File: src/hdl/stt_pkg.sv
`default_nettype none
package stt_pkg;

  // Default counter widths
  localparam int STT_OFFSET_BITS = 24;
  localparam int STT_LINE_BITS   = 16;

  // Output field widths
  localparam int STT_OFS_FIELD_W  = 24;
  localparam int STT_LINE_FIELD_W = 16;

  // Queue depths between the parts
  localparam int STT_CQ_DEPTH = 2;
  localparam int STT_TQ_DEPTH = 4;

  // Character codes
  localparam logic [7:0] CH_USCORE = 8'h5F;
  localparam logic [7:0] CH_APOS   = 8'h27;
  localparam logic [7:0] CH_QUOTE  = 8'h22;
  localparam logic [7:0] CH_BSLASH = 8'h5C;
  localparam logic [7:0] CH_U      = 8'h75;
  localparam logic [7:0] CH_DOT    = 8'h2E;
  localparam logic [7:0] CH_NL     = 8'h0A;
  localparam logic [7:0] CH_SLASH  = 8'h2F;
  localparam logic [7:0] CH_EQ     = 8'h3D;
  localparam logic [7:0] CH_BANG   = 8'h21;
  localparam logic [7:0] CH_LT     = 8'h3C;
  localparam logic [7:0] CH_GT     = 8'h3E;
  localparam logic [7:0] CH_AMP    = 8'h26;
  localparam logic [7:0] CH_BAR    = 8'h7C;

  typedef enum logic [5:0] {
    KIND_EOF = 6'd0, KIND_IDENT, KIND_STRING, KIND_BYTE, KIND_INT, KIND_FLOAT,
    KIND_UNSIGNED, KIND_COMMENT, KIND_ILLEGAL, KIND_ASSIGN, KIND_EQUAL, KIND_NOT,
    KIND_NOTEQUAL, KIND_LT, KIND_LE, KIND_GT, KIND_GE, KIND_AND, KIND_OR,
    KIND_VBAR, KIND_PLUS, KIND_MINUS, KIND_STAR, KIND_SLASH, KIND_PERCENT,
    KIND_LPAREN, KIND_RPAREN, KIND_LBRACE, KIND_RBRACE, KIND_LBRACKET,
    KIND_RBRACKET, KIND_COMMA, KIND_SEMI, KIND_COLON, KIND_DOT
  } stt_kind_t;

  typedef struct packed {
    logic [7:0] ch;
    logic       end_mark;
  } stt_in_t;

  typedef struct packed {
    stt_kind_t                    kind;
    logic [STT_OFS_FIELD_W-1:0]   start_offset;
    logic [STT_OFS_FIELD_W-1:0]   end_offset;
    logic [STT_LINE_FIELD_W-1:0]  start_line;
    logic [STT_LINE_FIELD_W-1:0]  start_column;
    logic                         last;
  } stt_out_t;

  // Classified byte handed from front to back
  typedef struct packed {
    logic [7:0] ch;
    logic       eof;
    logic       space;
    logic       id_start;
    logic       id_cont;
    logic       digit;
    stt_kind_t  single;
  } stt_cls_t;

endpackage
`default_nettype wire

File: src/hdl/stt_fifo.sv
`default_nettype none
module stt_fifo #(
  parameter int WIDTH = 8,
  parameter int DEPTH = 4
) (
  input  wire logic                         clk,
  input  wire logic                         rst_n,
  input  wire logic                         push0,
  input  wire logic                         push1,
  input  wire logic [WIDTH-1:0]             din0,
  input  wire logic [WIDTH-1:0]             din1,
  input  wire logic                         pop,
  output logic      [WIDTH-1:0]             dout,
  output logic      [$clog2(DEPTH+1)-1:0]   count
);
  localparam int AW = (DEPTH > 1) ? $clog2(DEPTH) : 1;
  localparam int CW = $clog2(DEPTH+1);

  logic [WIDTH-1:0] mem_r [DEPTH];
  logic [AW-1:0]    wp_r, wp_nxt, rp_r, rp_nxt, wp1;
  logic [CW-1:0]    cnt_r, cnt_nxt;

  function automatic logic [AW-1:0] ptr_inc(input logic [AW-1:0] p);
    return (p == AW'(DEPTH-1)) ? '0 : p + 1'b1;
  endfunction

  // Pointer and fill bookkeeping; second write lands after the first
  always_comb begin
    wp1     = ptr_inc(wp_r);
    wp_nxt  = wp_r;
    rp_nxt  = rp_r;
    if (push0) wp_nxt = push1 ? ptr_inc(wp1) : wp1;
    if (pop) rp_nxt = ptr_inc(rp_r);
    cnt_nxt = cnt_r + CW'(push0) + CW'(push0 & push1) - CW'(pop);
  end

  always_ff @(posedge clk) begin
    if (!rst_n) begin
      wp_r  <= '0;
      rp_r  <= '0;
      cnt_r <= '0;
    end else begin
      wp_r  <= wp_nxt;
      rp_r  <= rp_nxt;
      cnt_r <= cnt_nxt;
    end
  end

  // Storage, no reset
  always_ff @(posedge clk) begin
    if (push0) mem_r[wp_r] <= din0;
    if (push0 && push1) mem_r[wp1] <= din1;
  end

  assign dout  = mem_r[rp_r];
  assign count = cnt_r;
endmodule
`default_nettype wire

File: src/hdl/stt_front.sv
`default_nettype none
module stt_front (
  input  wire logic             in_valid,
  input  wire stt_pkg::stt_in_t in_data,
  input  wire logic             cq_full,
  output logic                  in_stall,
  output logic                  push,
  output stt_pkg::stt_cls_t     cls
);
  import stt_pkg::*;

  logic [7:0] c;
  logic       alpha;

  // Byte classification
  always_comb begin
    c            = in_data.ch;
    alpha        = (c >= 8'h61 && c <= 8'h7A) || (c >= 8'h41 && c <= 8'h5A);
    cls.ch       = c;
    cls.eof      = in_data.end_mark || (c == 8'h00);
    cls.space    = (c == 8'h20) || (c >= 8'h09 && c <= 8'h0D);
    cls.digit    = (c >= 8'h30 && c <= 8'h39);
    cls.id_start = alpha || (c == CH_USCORE);
    cls.id_cont  = alpha || cls.digit || (c == CH_USCORE) || (c == CH_APOS);
    case (c)
      8'h2B:   cls.single = KIND_PLUS;
      8'h2D:   cls.single = KIND_MINUS;
      8'h2A:   cls.single = KIND_STAR;
      8'h25:   cls.single = KIND_PERCENT;
      8'h28:   cls.single = KIND_LPAREN;
      8'h29:   cls.single = KIND_RPAREN;
      8'h7B:   cls.single = KIND_LBRACE;
      8'h7D:   cls.single = KIND_RBRACE;
      8'h5B:   cls.single = KIND_LBRACKET;
      8'h5D:   cls.single = KIND_RBRACKET;
      8'h2C:   cls.single = KIND_COMMA;
      8'h3B:   cls.single = KIND_SEMI;
      8'h3A:   cls.single = KIND_COLON;
      CH_DOT:  cls.single = KIND_DOT;
      default: cls.single = KIND_ILLEGAL;
    endcase
  end

  // Transfer into the class queue whenever it has room
  assign in_stall = cq_full;
  assign push     = in_valid && !cq_full;
endmodule
`default_nettype wire

File: src/hdl/stt_back.sv
`default_nettype none
module stt_back #(
  parameter int OFFSET_BITS = stt_pkg::STT_OFFSET_BITS,
  parameter int LINE_BITS   = stt_pkg::STT_LINE_BITS
) (
  input  wire logic              clk,
  input  wire logic              rst_n,
  input  wire logic              cls_valid,
  input  wire stt_pkg::stt_cls_t cls,
  input  wire logic              room,
  output logic                   pop,
  output logic                   push0,
  output logic                   push1,
  output stt_pkg::stt_out_t      tok0,
  output stt_pkg::stt_out_t      tok1
);
  import stt_pkg::*;

  typedef enum logic [4:0] {
    M_IDLE, M_IDENT, M_STRING, M_STRING_ESC, M_BYTE_OPEN, M_BYTE_ESC,
    M_BYTE_CLOSE, M_NUMBER, M_SLASH, M_COMMENT,
    M_OP_EQ, M_OP_BANG, M_OP_LT, M_OP_GT, M_OP_AMP, M_OP_BAR
  } mode_t;

  mode_t                  mode_r, mode_nxt;
  logic [OFFSET_BITS-1:0] pos_r, pos_nxt, tstart_r, tstart_nxt, trim_r, trim_nxt;
  logic [LINE_BITS-1:0]   line_r, line_nxt, col_r, col_nxt;
  logic [LINE_BITS-1:0]   tline_r, tline_nxt, tcol_r, tcol_nxt;
  logic                   dot_r, dot_nxt, fin_r, fin_nxt;

  logic [OFFSET_BITS-1:0] cpos;
  logic [LINE_BITS-1:0]   cline, ccol;
  logic                   go, consume, pending, em_a, em_b, eof;
  stt_out_t               tok_a, tok_b;
  logic [7:0]             c;

  function automatic stt_out_t mk_tok(stt_kind_t k, logic [OFFSET_BITS-1:0] s,
                                      logic [OFFSET_BITS-1:0] e,
                                      logic [LINE_BITS-1:0] l,
                                      logic [LINE_BITS-1:0] cl);
    stt_out_t t;
    t.kind         = k;
    t.start_offset = STT_OFS_FIELD_W'(s);
    t.end_offset   = STT_OFS_FIELD_W'(e);
    t.start_line   = STT_LINE_FIELD_W'(l);
    t.start_column = STT_LINE_FIELD_W'(cl);
    t.last         = 1'b0;
    return t;
  endfunction

  // Position after consuming this byte, saturating
  always_comb begin
    cpos  = (pos_r == '1) ? pos_r : pos_r + 1'b1;
    cline = line_r;
    ccol  = (col_r == '1) ? col_r : col_r + 1'b1;
    if (cls.ch == CH_NL) begin
      cline = (line_r == '1) ? line_r : line_r + 1'b1;
      ccol  = LINE_BITS'(1);
    end
  end

  // Scanner: finish the open token, then handle the byte between tokens
  always_comb begin
    go         = cls_valid && room;
    c          = cls.ch;
    eof        = cls.eof;
    mode_nxt   = mode_r;
    tstart_nxt = tstart_r;
    tline_nxt  = tline_r;
    tcol_nxt   = tcol_r;
    dot_nxt    = dot_r;
    trim_nxt   = trim_r;
    fin_nxt    = fin_r;
    consume    = 1'b0;
    pending    = 1'b1;
    em_a       = 1'b0;
    em_b       = 1'b0;
    tok_a      = mk_tok(KIND_EOF, tstart_r, pos_r, tline_r, tcol_r);
    tok_b      = mk_tok(KIND_EOF, pos_r, pos_r, line_r, col_r);

    if (go && !fin_r) begin
      case (mode_r)
        M_IDENT: begin
          if (!eof && cls.id_cont) begin
            consume = 1'b1;
          end else begin
            em_a     = 1'b1;
            tok_a    = mk_tok(KIND_IDENT, tstart_r, pos_r, tline_r, tcol_r);
            mode_nxt = M_IDLE;
          end
        end
        M_STRING, M_STRING_ESC: begin
          if (eof) begin
            em_a     = 1'b1;
            tok_a    = mk_tok(KIND_STRING, tstart_r, pos_r, tline_r, tcol_r);
            mode_nxt = M_IDLE;
          end else begin
            consume = 1'b1;
            if (mode_r == M_STRING_ESC) begin
              mode_nxt = M_STRING;
            end else if (c == CH_QUOTE) begin
              em_a     = 1'b1;
              tok_a    = mk_tok(KIND_STRING, tstart_r, cpos, tline_r, tcol_r);
              mode_nxt = M_IDLE;
            end else if (c == CH_BSLASH) begin
              mode_nxt = M_STRING_ESC;
            end
          end
        end
        M_BYTE_OPEN, M_BYTE_ESC: begin
          if (eof) begin
            em_a     = 1'b1;
            tok_a    = mk_tok(KIND_BYTE, tstart_r, pos_r, tline_r, tcol_r);
            mode_nxt = M_IDLE;
          end else begin
            consume  = 1'b1;
            mode_nxt = (mode_r == M_BYTE_OPEN && c == CH_BSLASH) ? M_BYTE_ESC : M_BYTE_CLOSE;
          end
        end
        M_BYTE_CLOSE: begin
          consume  = !eof && (c == CH_APOS);
          em_a     = 1'b1;
          tok_a    = mk_tok(KIND_BYTE, tstart_r, consume ? cpos : pos_r, tline_r, tcol_r);
          mode_nxt = M_IDLE;
        end
        M_NUMBER: begin
          if (!eof && (cls.digit || (c == CH_DOT && !dot_r))) begin
            if (c == CH_DOT) dot_nxt = 1'b1;
            consume = 1'b1;
          end else if (!eof && c == CH_U) begin
            consume  = 1'b1;
            em_a     = 1'b1;
            tok_a    = mk_tok(KIND_UNSIGNED, tstart_r, cpos, tline_r, tcol_r);
            mode_nxt = M_IDLE;
          end else begin
            em_a     = 1'b1;
            tok_a    = mk_tok(dot_r ? KIND_FLOAT : KIND_INT, tstart_r, pos_r, tline_r, tcol_r);
            mode_nxt = M_IDLE;
          end
        end
        M_SLASH: begin
          if (!eof && c == CH_SLASH) begin
            consume  = 1'b1;
            trim_nxt = cpos;
            mode_nxt = M_COMMENT;
          end else begin
            em_a     = 1'b1;
            tok_a    = mk_tok(KIND_SLASH, tstart_r, pos_r, tline_r, tcol_r);
            mode_nxt = M_IDLE;
          end
        end
        M_COMMENT: begin
          if (eof || c == CH_NL) begin
            em_a     = 1'b1;
            tok_a    = mk_tok(KIND_COMMENT, tstart_r, trim_r, tline_r, tcol_r);
            mode_nxt = M_IDLE;
          end else begin
            consume = 1'b1;
            if (!cls.space) trim_nxt = cpos;
          end
        end
        M_OP_EQ, M_OP_BANG, M_OP_LT, M_OP_GT, M_OP_AMP, M_OP_BAR: begin
          em_a     = 1'b1;
          mode_nxt = M_IDLE;
          case (mode_r)
            M_OP_EQ: begin
              consume = !eof && (c == CH_EQ);
              tok_a.kind = consume ? KIND_EQUAL : KIND_ASSIGN;
            end
            M_OP_BANG: begin
              consume = !eof && (c == CH_EQ);
              tok_a.kind = consume ? KIND_NOTEQUAL : KIND_NOT;
            end
            M_OP_LT: begin
              consume = !eof && (c == CH_EQ);
              tok_a.kind = consume ? KIND_LE : KIND_LT;
            end
            M_OP_GT: begin
              consume = !eof && (c == CH_EQ);
              tok_a.kind = consume ? KIND_GE : KIND_GT;
            end
            M_OP_AMP: begin
              consume = !eof && (c == CH_AMP);
              tok_a.kind = consume ? KIND_AND : KIND_ILLEGAL;
            end
            default: begin
              consume = !eof && (c == CH_BAR);
              tok_a.kind = consume ? KIND_OR : KIND_VBAR;
            end
          endcase
          tok_a.end_offset = STT_OFS_FIELD_W'(consume ? cpos : pos_r);
        end
        default: mode_nxt = M_IDLE;
      endcase
      pending = !consume;

      // Byte between tokens
      if (pending) begin
        if (eof) begin
          em_b    = 1'b1;
          tok_b   = mk_tok(KIND_EOF, pos_r, pos_r, line_r, col_r);
          fin_nxt = 1'b1;
        end else if (cls.space) begin
          consume = 1'b1;
        end else begin
          consume    = 1'b1;
          tstart_nxt = pos_r;
          tline_nxt  = line_r;
          tcol_nxt   = col_r;
          if (cls.id_start) begin
            mode_nxt = M_IDENT;
          end else if (c == CH_QUOTE) begin
            mode_nxt = M_STRING;
          end else if (c == CH_APOS) begin
            mode_nxt = M_BYTE_OPEN;
          end else if (cls.digit) begin
            mode_nxt = M_NUMBER;
            dot_nxt  = 1'b0;
          end else if (c == CH_SLASH) begin
            mode_nxt = M_SLASH;
          end else if (c == CH_EQ) begin
            mode_nxt = M_OP_EQ;
          end else if (c == CH_BANG) begin
            mode_nxt = M_OP_BANG;
          end else if (c == CH_LT) begin
            mode_nxt = M_OP_LT;
          end else if (c == CH_GT) begin
            mode_nxt = M_OP_GT;
          end else if (c == CH_AMP) begin
            mode_nxt = M_OP_AMP;
          end else if (c == CH_BAR) begin
            mode_nxt = M_OP_BAR;
          end else begin
            em_b     = 1'b1;
            tok_b    = mk_tok(cls.single, pos_r, cpos, line_r, col_r);
            mode_nxt = M_IDLE;
          end
        end
      end
    end

    tok_a.last = !em_b;
    tok_b.last = 1'b1;
  end

  // Scanner state
  always_ff @(posedge clk) begin
    if (!rst_n) begin
      mode_r   <= M_IDLE;
      pos_r    <= '0;
      line_r   <= LINE_BITS'(1);
      col_r    <= LINE_BITS'(1);
      tstart_r <= '0;
      tline_r  <= LINE_BITS'(1);
      tcol_r   <= LINE_BITS'(1);
      dot_r    <= 1'b0;
      trim_r   <= '0;
      fin_r    <= 1'b0;
    end else begin
      mode_r   <= mode_nxt;
      tstart_r <= tstart_nxt;
      tline_r  <= tline_nxt;
      tcol_r   <= tcol_nxt;
      dot_r    <= dot_nxt;
      trim_r   <= trim_nxt;
      fin_r    <= fin_nxt;
      if (consume) begin
        pos_r  <= cpos;
        line_r <= cline;
        col_r  <= ccol;
      end
    end
  end

  // Results into the token queue, first one in slot zero
  assign pop   = go;
  assign push0 = em_a || em_b;
  assign push1 = em_a && em_b;
  assign tok0  = em_a ? tok_a : tok_b;
  assign tok1  = tok_b;
endmodule
`default_nettype wire

File: src/hdl/source_text_tokenizer_unit.sv
// Source tokenizer: one source byte accepted per cycle while the class queue has room.
// A token is offered on out_valid once the byte that completes it has been transferred
// and has passed through the class queue, then the scanner into the token queue.
// Output: one token per cycle while out_stall is low; a byte giving two tokens puts both
// in the token queue, and the scanner advances only while it has room for two tokens.
// Reset: synchronous rst_n empties both queues; scanner to line 1, column 1, offset 0.
`default_nettype none
module source_text_tokenizer_unit #(
  parameter int OFFSET_BITS = stt_pkg::STT_OFFSET_BITS,
  parameter int LINE_BITS   = stt_pkg::STT_LINE_BITS
) (
  input  wire logic              clk,
  input  wire logic              rst_n,
  input  wire logic              in_valid,
  output logic                   in_stall,
  input  wire stt_pkg::stt_in_t  in_data,
  output logic                   out_valid,
  input  wire logic              out_stall,
  output stt_pkg::stt_out_t      out_data
);
  import stt_pkg::*;

  localparam int CW = $clog2(STT_CQ_DEPTH+1);
  localparam int TW = $clog2(STT_TQ_DEPTH+1);
  localparam int CLS_W = $bits(stt_cls_t);
  localparam int TOK_W = $bits(stt_out_t);

  logic             cq_push, cq_pop, cq_full;
  stt_cls_t         cls_in, cls_out;
  logic [CLS_W-1:0] cq_dout;
  logic [CW-1:0]    cq_count;

  logic             tq_push0, tq_push1, tq_pop, tq_room;
  stt_out_t         tok0, tok1;
  logic [TOK_W-1:0] tq_dout;
  logic [TW-1:0]    tq_count;

  // Front: classify and queue
  stt_front u_front (
    .in_valid (in_valid),
    .in_data  (in_data),
    .cq_full  (cq_full),
    .in_stall (in_stall),
    .push     (cq_push),
    .cls      (cls_in)
  );

  assign cq_full = (cq_count == CW'(STT_CQ_DEPTH));

  stt_fifo #(.WIDTH(CLS_W), .DEPTH(STT_CQ_DEPTH)) u_cls_q (
    .clk   (clk),
    .rst_n (rst_n),
    .push0 (cq_push),
    .push1 (1'b0),
    .din0  (cls_in),
    .din1  (cls_in),
    .pop   (cq_pop),
    .dout  (cq_dout),
    .count (cq_count)
  );

  assign cls_out = cq_dout;
  assign tq_room = (tq_count <= TW'(STT_TQ_DEPTH-2));

  // Back: scanner
  stt_back #(.OFFSET_BITS(OFFSET_BITS), .LINE_BITS(LINE_BITS)) u_back (
    .clk       (clk),
    .rst_n     (rst_n),
    .cls_valid (cq_count != '0),
    .cls       (cls_out),
    .room      (tq_room),
    .pop       (cq_pop),
    .push0     (tq_push0),
    .push1     (tq_push1),
    .tok0      (tok0),
    .tok1      (tok1)
  );

  // Token queue towards the result channel
  stt_fifo #(.WIDTH(TOK_W), .DEPTH(STT_TQ_DEPTH)) u_tok_q (
    .clk   (clk),
    .rst_n (rst_n),
    .push0 (tq_push0),
    .push1 (tq_push1),
    .din0  (tok0),
    .din1  (tok1),
    .pop   (tq_pop),
    .dout  (tq_dout),
    .count (tq_count)
  );

  assign out_valid = (tq_count != '0);
  assign out_data  = tq_dout;
  assign tq_pop    = out_valid && !out_stall;
endmodule
`default_nettype wire

File: config.mk
export PLATFORM = sky130hd
export DESIGN_NAME = source_text_tokenizer_unit
export DESIGN_NICKNAME = d
export VERILOG_FILES = /design/src/hdl/stt_pkg.sv /design/src/hdl/stt_fifo.sv /design/src/hdl/stt_front.sv /design/src/hdl/stt_back.sv /design/src/hdl/source_text_tokenizer_unit.sv
export SDC_FILE = /design/constraint.sdc
export NUM_CORES = 1
export LEC_CHECK = 0
export ABC_AREA = 0
export BUFFER_PORTS_ARGS = -buffer_cell sky130_fd_sc_hd__clkbuf_2
export CORE_MARGIN = 4
export CORE_UTILIZATION = 63
export DETAILED_ROUTE_END_ITERATION = 7
export PLACE_DENSITY = 0.85
export SLEW_MARGIN = 15
export SYNTH_ARGS = -nofsm -noshare
export SYNTH_HDL_FRONTEND = slang
export SYNTH_SLANG_ARGS = --single-unit
File: constraint.sdc
create_clock -name clk -period 11.5 [get_ports clk]
set_clock_uncertainty 0.1 [all_clocks]
set_input_delay 1.15 -clock clk [delete_from_list [all_inputs] [get_ports clk]]
set_output_delay 1.15 -clock clk [all_outputs]
set_load 0.01 [all_outputs]
==> results.yml <==
layout:
  syn2layout_area_growth_pct: 7.64
  layout.cells.non_filler: 2932
  fillers: 2964
  drive_gt1_frac: 0.166
  finish.utilization: 0.686
  num_antenna_cells: 0
  nets: 2332
routing:
  drt_first_pass_iters: 8
  ant_nets: 0
  vias: 21128
  wirelength_um: 76200
  drc: 0
  wl_per_cell_um: 26.0
  routed_via_density: 7.21
  drtIter0Drc: 2907
worst_setup_path:
  required_ps: 11630
  cp.depth: 10
  cpPeakStageDelay_ps: 910
  start_kind: "flip-flop"
  slowest_stage: "o21a_4"
  crit_fanout: 97
  cp.arrival_ps: 6460
  endpoint: "u_tok_q.mem_r[1][81]$_DFFE_PP_"
  cpMostUsedCell: "buf_4"
  end_kind: "flip-flop"
  path_buf_inv: 3
  r2r_cells: 10
  path_cells: "buf_4 -> or4b_1 -> a222oi_1 -> o21a_1 -> nand3b_1 -> o21a_4 -> a21o_1 -> inv_1 -> o21ai_4 -> buf_4"
  crit_family: "compound AO/OA/AOI/OAI gates"
  rrSetupSlack_ps: 5180
  r2r_end: "u_tok_q.mem_r[1][81]$_DFFE_PP_"
  crit_type: "reg -> reg"
hold_path:
  hp-class: "reg -> reg"
  min_path_cells: 2
pwr:
  clkPwrFrac: 0.275
  switching_share: 0.350
  power_frac_comb: 0.301
  power_density_nw_per_um2: 208
  seqPwrFrac: 0.424
  p_int_mw: 4.00
  p_switching_mw: 2.15
  ir_worst_vdd_mv: 0.190
  power_leakage_nw: 9.16
clock_tree:
  clk_pin_slew_ps: 60
  clk_latency_ps: 630
  htreeDepth: 2
  ctsLongestPathBuffers: 3
  cts_setup_buffers: 0
  cts_buffers: 53
  cts_tree: "done"
  cts_resized: 0
  clock-sinks: 543
  cts_root_buf: "clkbuf_16"
  hold_buffers: 0
floorplanning:
  core_sq_um: 43100
  die_h_um: 217
  die_w_um: 217
  initial_core_util: 0.637
  io_pins: 102
  die-area_sq_um: 46900
  fp-row-count: 76
grt:
  antenna_found_initial: 0
  grt_first_pass_wirelength_um: 118000
  grt_usage: 0.317
  first_global_vias: 20833
  grt_max_degree: 98
  overflow: 0
timing:
  period_minus_slack_ps: 6320
  final_max_slew_viol_count: 0
  worst_slew_pin_slew_ps: 1330
  fmax_mhz: 158
  grt_setup_unrepaired: "false"
  final.setup.tns_ps: 0
  final.period_utilization: 0.550
  setup_viol: 0
  slew_headroom: 0.104
  finalHoldViolCount: 0
logic_synthesis:
  synth-seq-cells: 543
  ys_seq_area_frac: 0.536
  synthTopCellsByCount: "edfxtp_1, nand2_1, nor2_1"
  synth_top_cell_by_area: "edfxtp_1"
  synth_top_area_frac: 0.418
  synth-async-reset-ratio: 0
  synth-edff-count: 382
  synth_area_per_cell_sq_um: 11.7
  yosys_warnings: 0
  syn-cell-area_sq_um: 27400
  yosysUniqueCellTypes: 104
  syn_inst: 2339
  synth_ff_type: "edfxtp_1"
  synth.most_common_cell: "edfxtp_1"
  synth_fp_nets: 2369
  yosys-top-cells-area: "edfxtp_1, dfxtp_1, mux4_2, a32o_1, o22ai_1"
place:
  dp_hpwl_um: 45100
  port_buffers: 101
  gp_congestion: 0.901
  placedCellCount: 2832
status:
  outcome: "finished, final reports clean"
flow_run:
  maxCapViolCount: 0
==> power by group through the flow <==
| stage | logic (mW) | clock network (mW) | registers, mW |
|---|---|---|---|
| finish | 1.85 | 1.70 | 2.61 |
| global route | 1.96 | 1.78 | 2.64 |
| CTS | 1.83 | 1.70 | 2.61 |
| detailed placement | 1.82 | 0 | 2.64 |
| global placement | 1.81 | 0 | 2.62 |
| floorplan | 1.30 | 0 | 2.56 |
==> per-layer routing <==
layer / routed length, um / GRT usage / share of wire / vias to the layer above
met5: 0 / 0 / 0 / -
met4: 3110 / 0.134 / 0.041 / 0
met3: 8220 / 0.0561 / 0.11 / 242
met2: 36800 / 0.523 / 0.48 / 1522
met1: 28100 / 0.418 / 0.37 / 10292
li1: - / - / - / 9072
==> layout by cell type, fill, tap and decap left out, types with 22 or more instances in the layout <==
master / n
edfxtp_1: 382
nand2_1: 252
nor2_1: 161
o22ai_1: 159
dfxtp_1: 159
a32o_1: 134
a21oi_1: 110
clkbuf_2: 101
mux4_2: 87
a22o_1: 56
clkbuf_16: 54
nand3_1: 44
o21ai_0: 44
xnor2_1: 41
xor2_1: 39
buf_4: 35
inv_1: 34
nand4_1: 31
mux2i_1: 22
and3_1: 22
==> worst min path at each step <==
stage / startpoint / to / slack (ps)
2_1_floorplan: u_tok_q.mem_r[3][0]$_SDFFE_PP1N_ / u_tok_q.mem_r[3][0]$_SDFFE_PP1N_ / 330
3_3_place_gp: u_back.fin_r$_SDFFE_PN0P_ / u_back.fin_r$_SDFFE_PN0P_ / 350
3_5_place_dp: u_back.tstart_r[5]$_SDFFE_PN0P_ / u_back.tstart_r[5]$_SDFFE_PN0P_ / 360
4_1_cts: u_back.tstart_r[5]$_SDFFE_PN0P_ / u_back.tstart_r[5]$_SDFFE_PN0P_ / 370
5_1_grt: u_back.tstart_r[6]$_SDFFE_PN0P_ / u_back.tstart_r[6]$_SDFFE_PN0P_ / 400
6_report: u_tok_q.mem_r[3][0]$_SDFFE_PP1N_ / u_tok_q.mem_r[3][0]$_SDFFE_PP1N_ / 380
==> logic make-up (layout without fill, tap and decap cells) <==
group           after synthesis  in the layout  synth area share
buf+inv                     267            275            0.0476
flops                       543            543             0.536
xor+xnor                     81             81            0.0261
mux                         118            118            0.0831
simple gates                662            662             0.117
compound gates              651            651             0.182
fa+ha+maj                    17             17           0.00830
==> layout make-up <==
class                   instances  area (sq um)  share of cell area
inverters                      39           149             0.00504
multi-input cells            1529         11500               0.389
clock buffers                  77          1490              0.0504
well taps                     585           732              0.0248
repair buffers                136           768              0.0260
flip-flops and latches        543         14700               0.498
clock inverters                23           190             0.00644
==> registers in the layout, summed over array words and instances (netlist names), 5 cells and up, named ones only <==
name	count
u_back.col_r	16
u_back.mode_r	5
u_back.tcol_r	16
u_cls_q.mem_r	38
u_back.trim_r	24
u_back.pos_r	24
u_back.line_r	16
u_tok_q.mem_r	348
u_back.tstart_r	24
u_back.tline_r	16
==> through the flow <==
step	hold WS [ps]	total power [mW]	setup WS [ps]	instance area, sq um
after floorplan	333	3.86	2400	27400
after global placement	347	4.43	5500	27900
after detailed placement	363	4.46	5350	27900
after CTS	373	6.14	5300	29500
after global routing	403	6.38	4820	29500
final	381	6.16	5180	29500
==> worst min-delay path: cells and delay by family (launching register included) <==
kind          cells  cell delay [ps]
flops             1              310
simple gates      2              110
(Power assumes the default switching activity.)
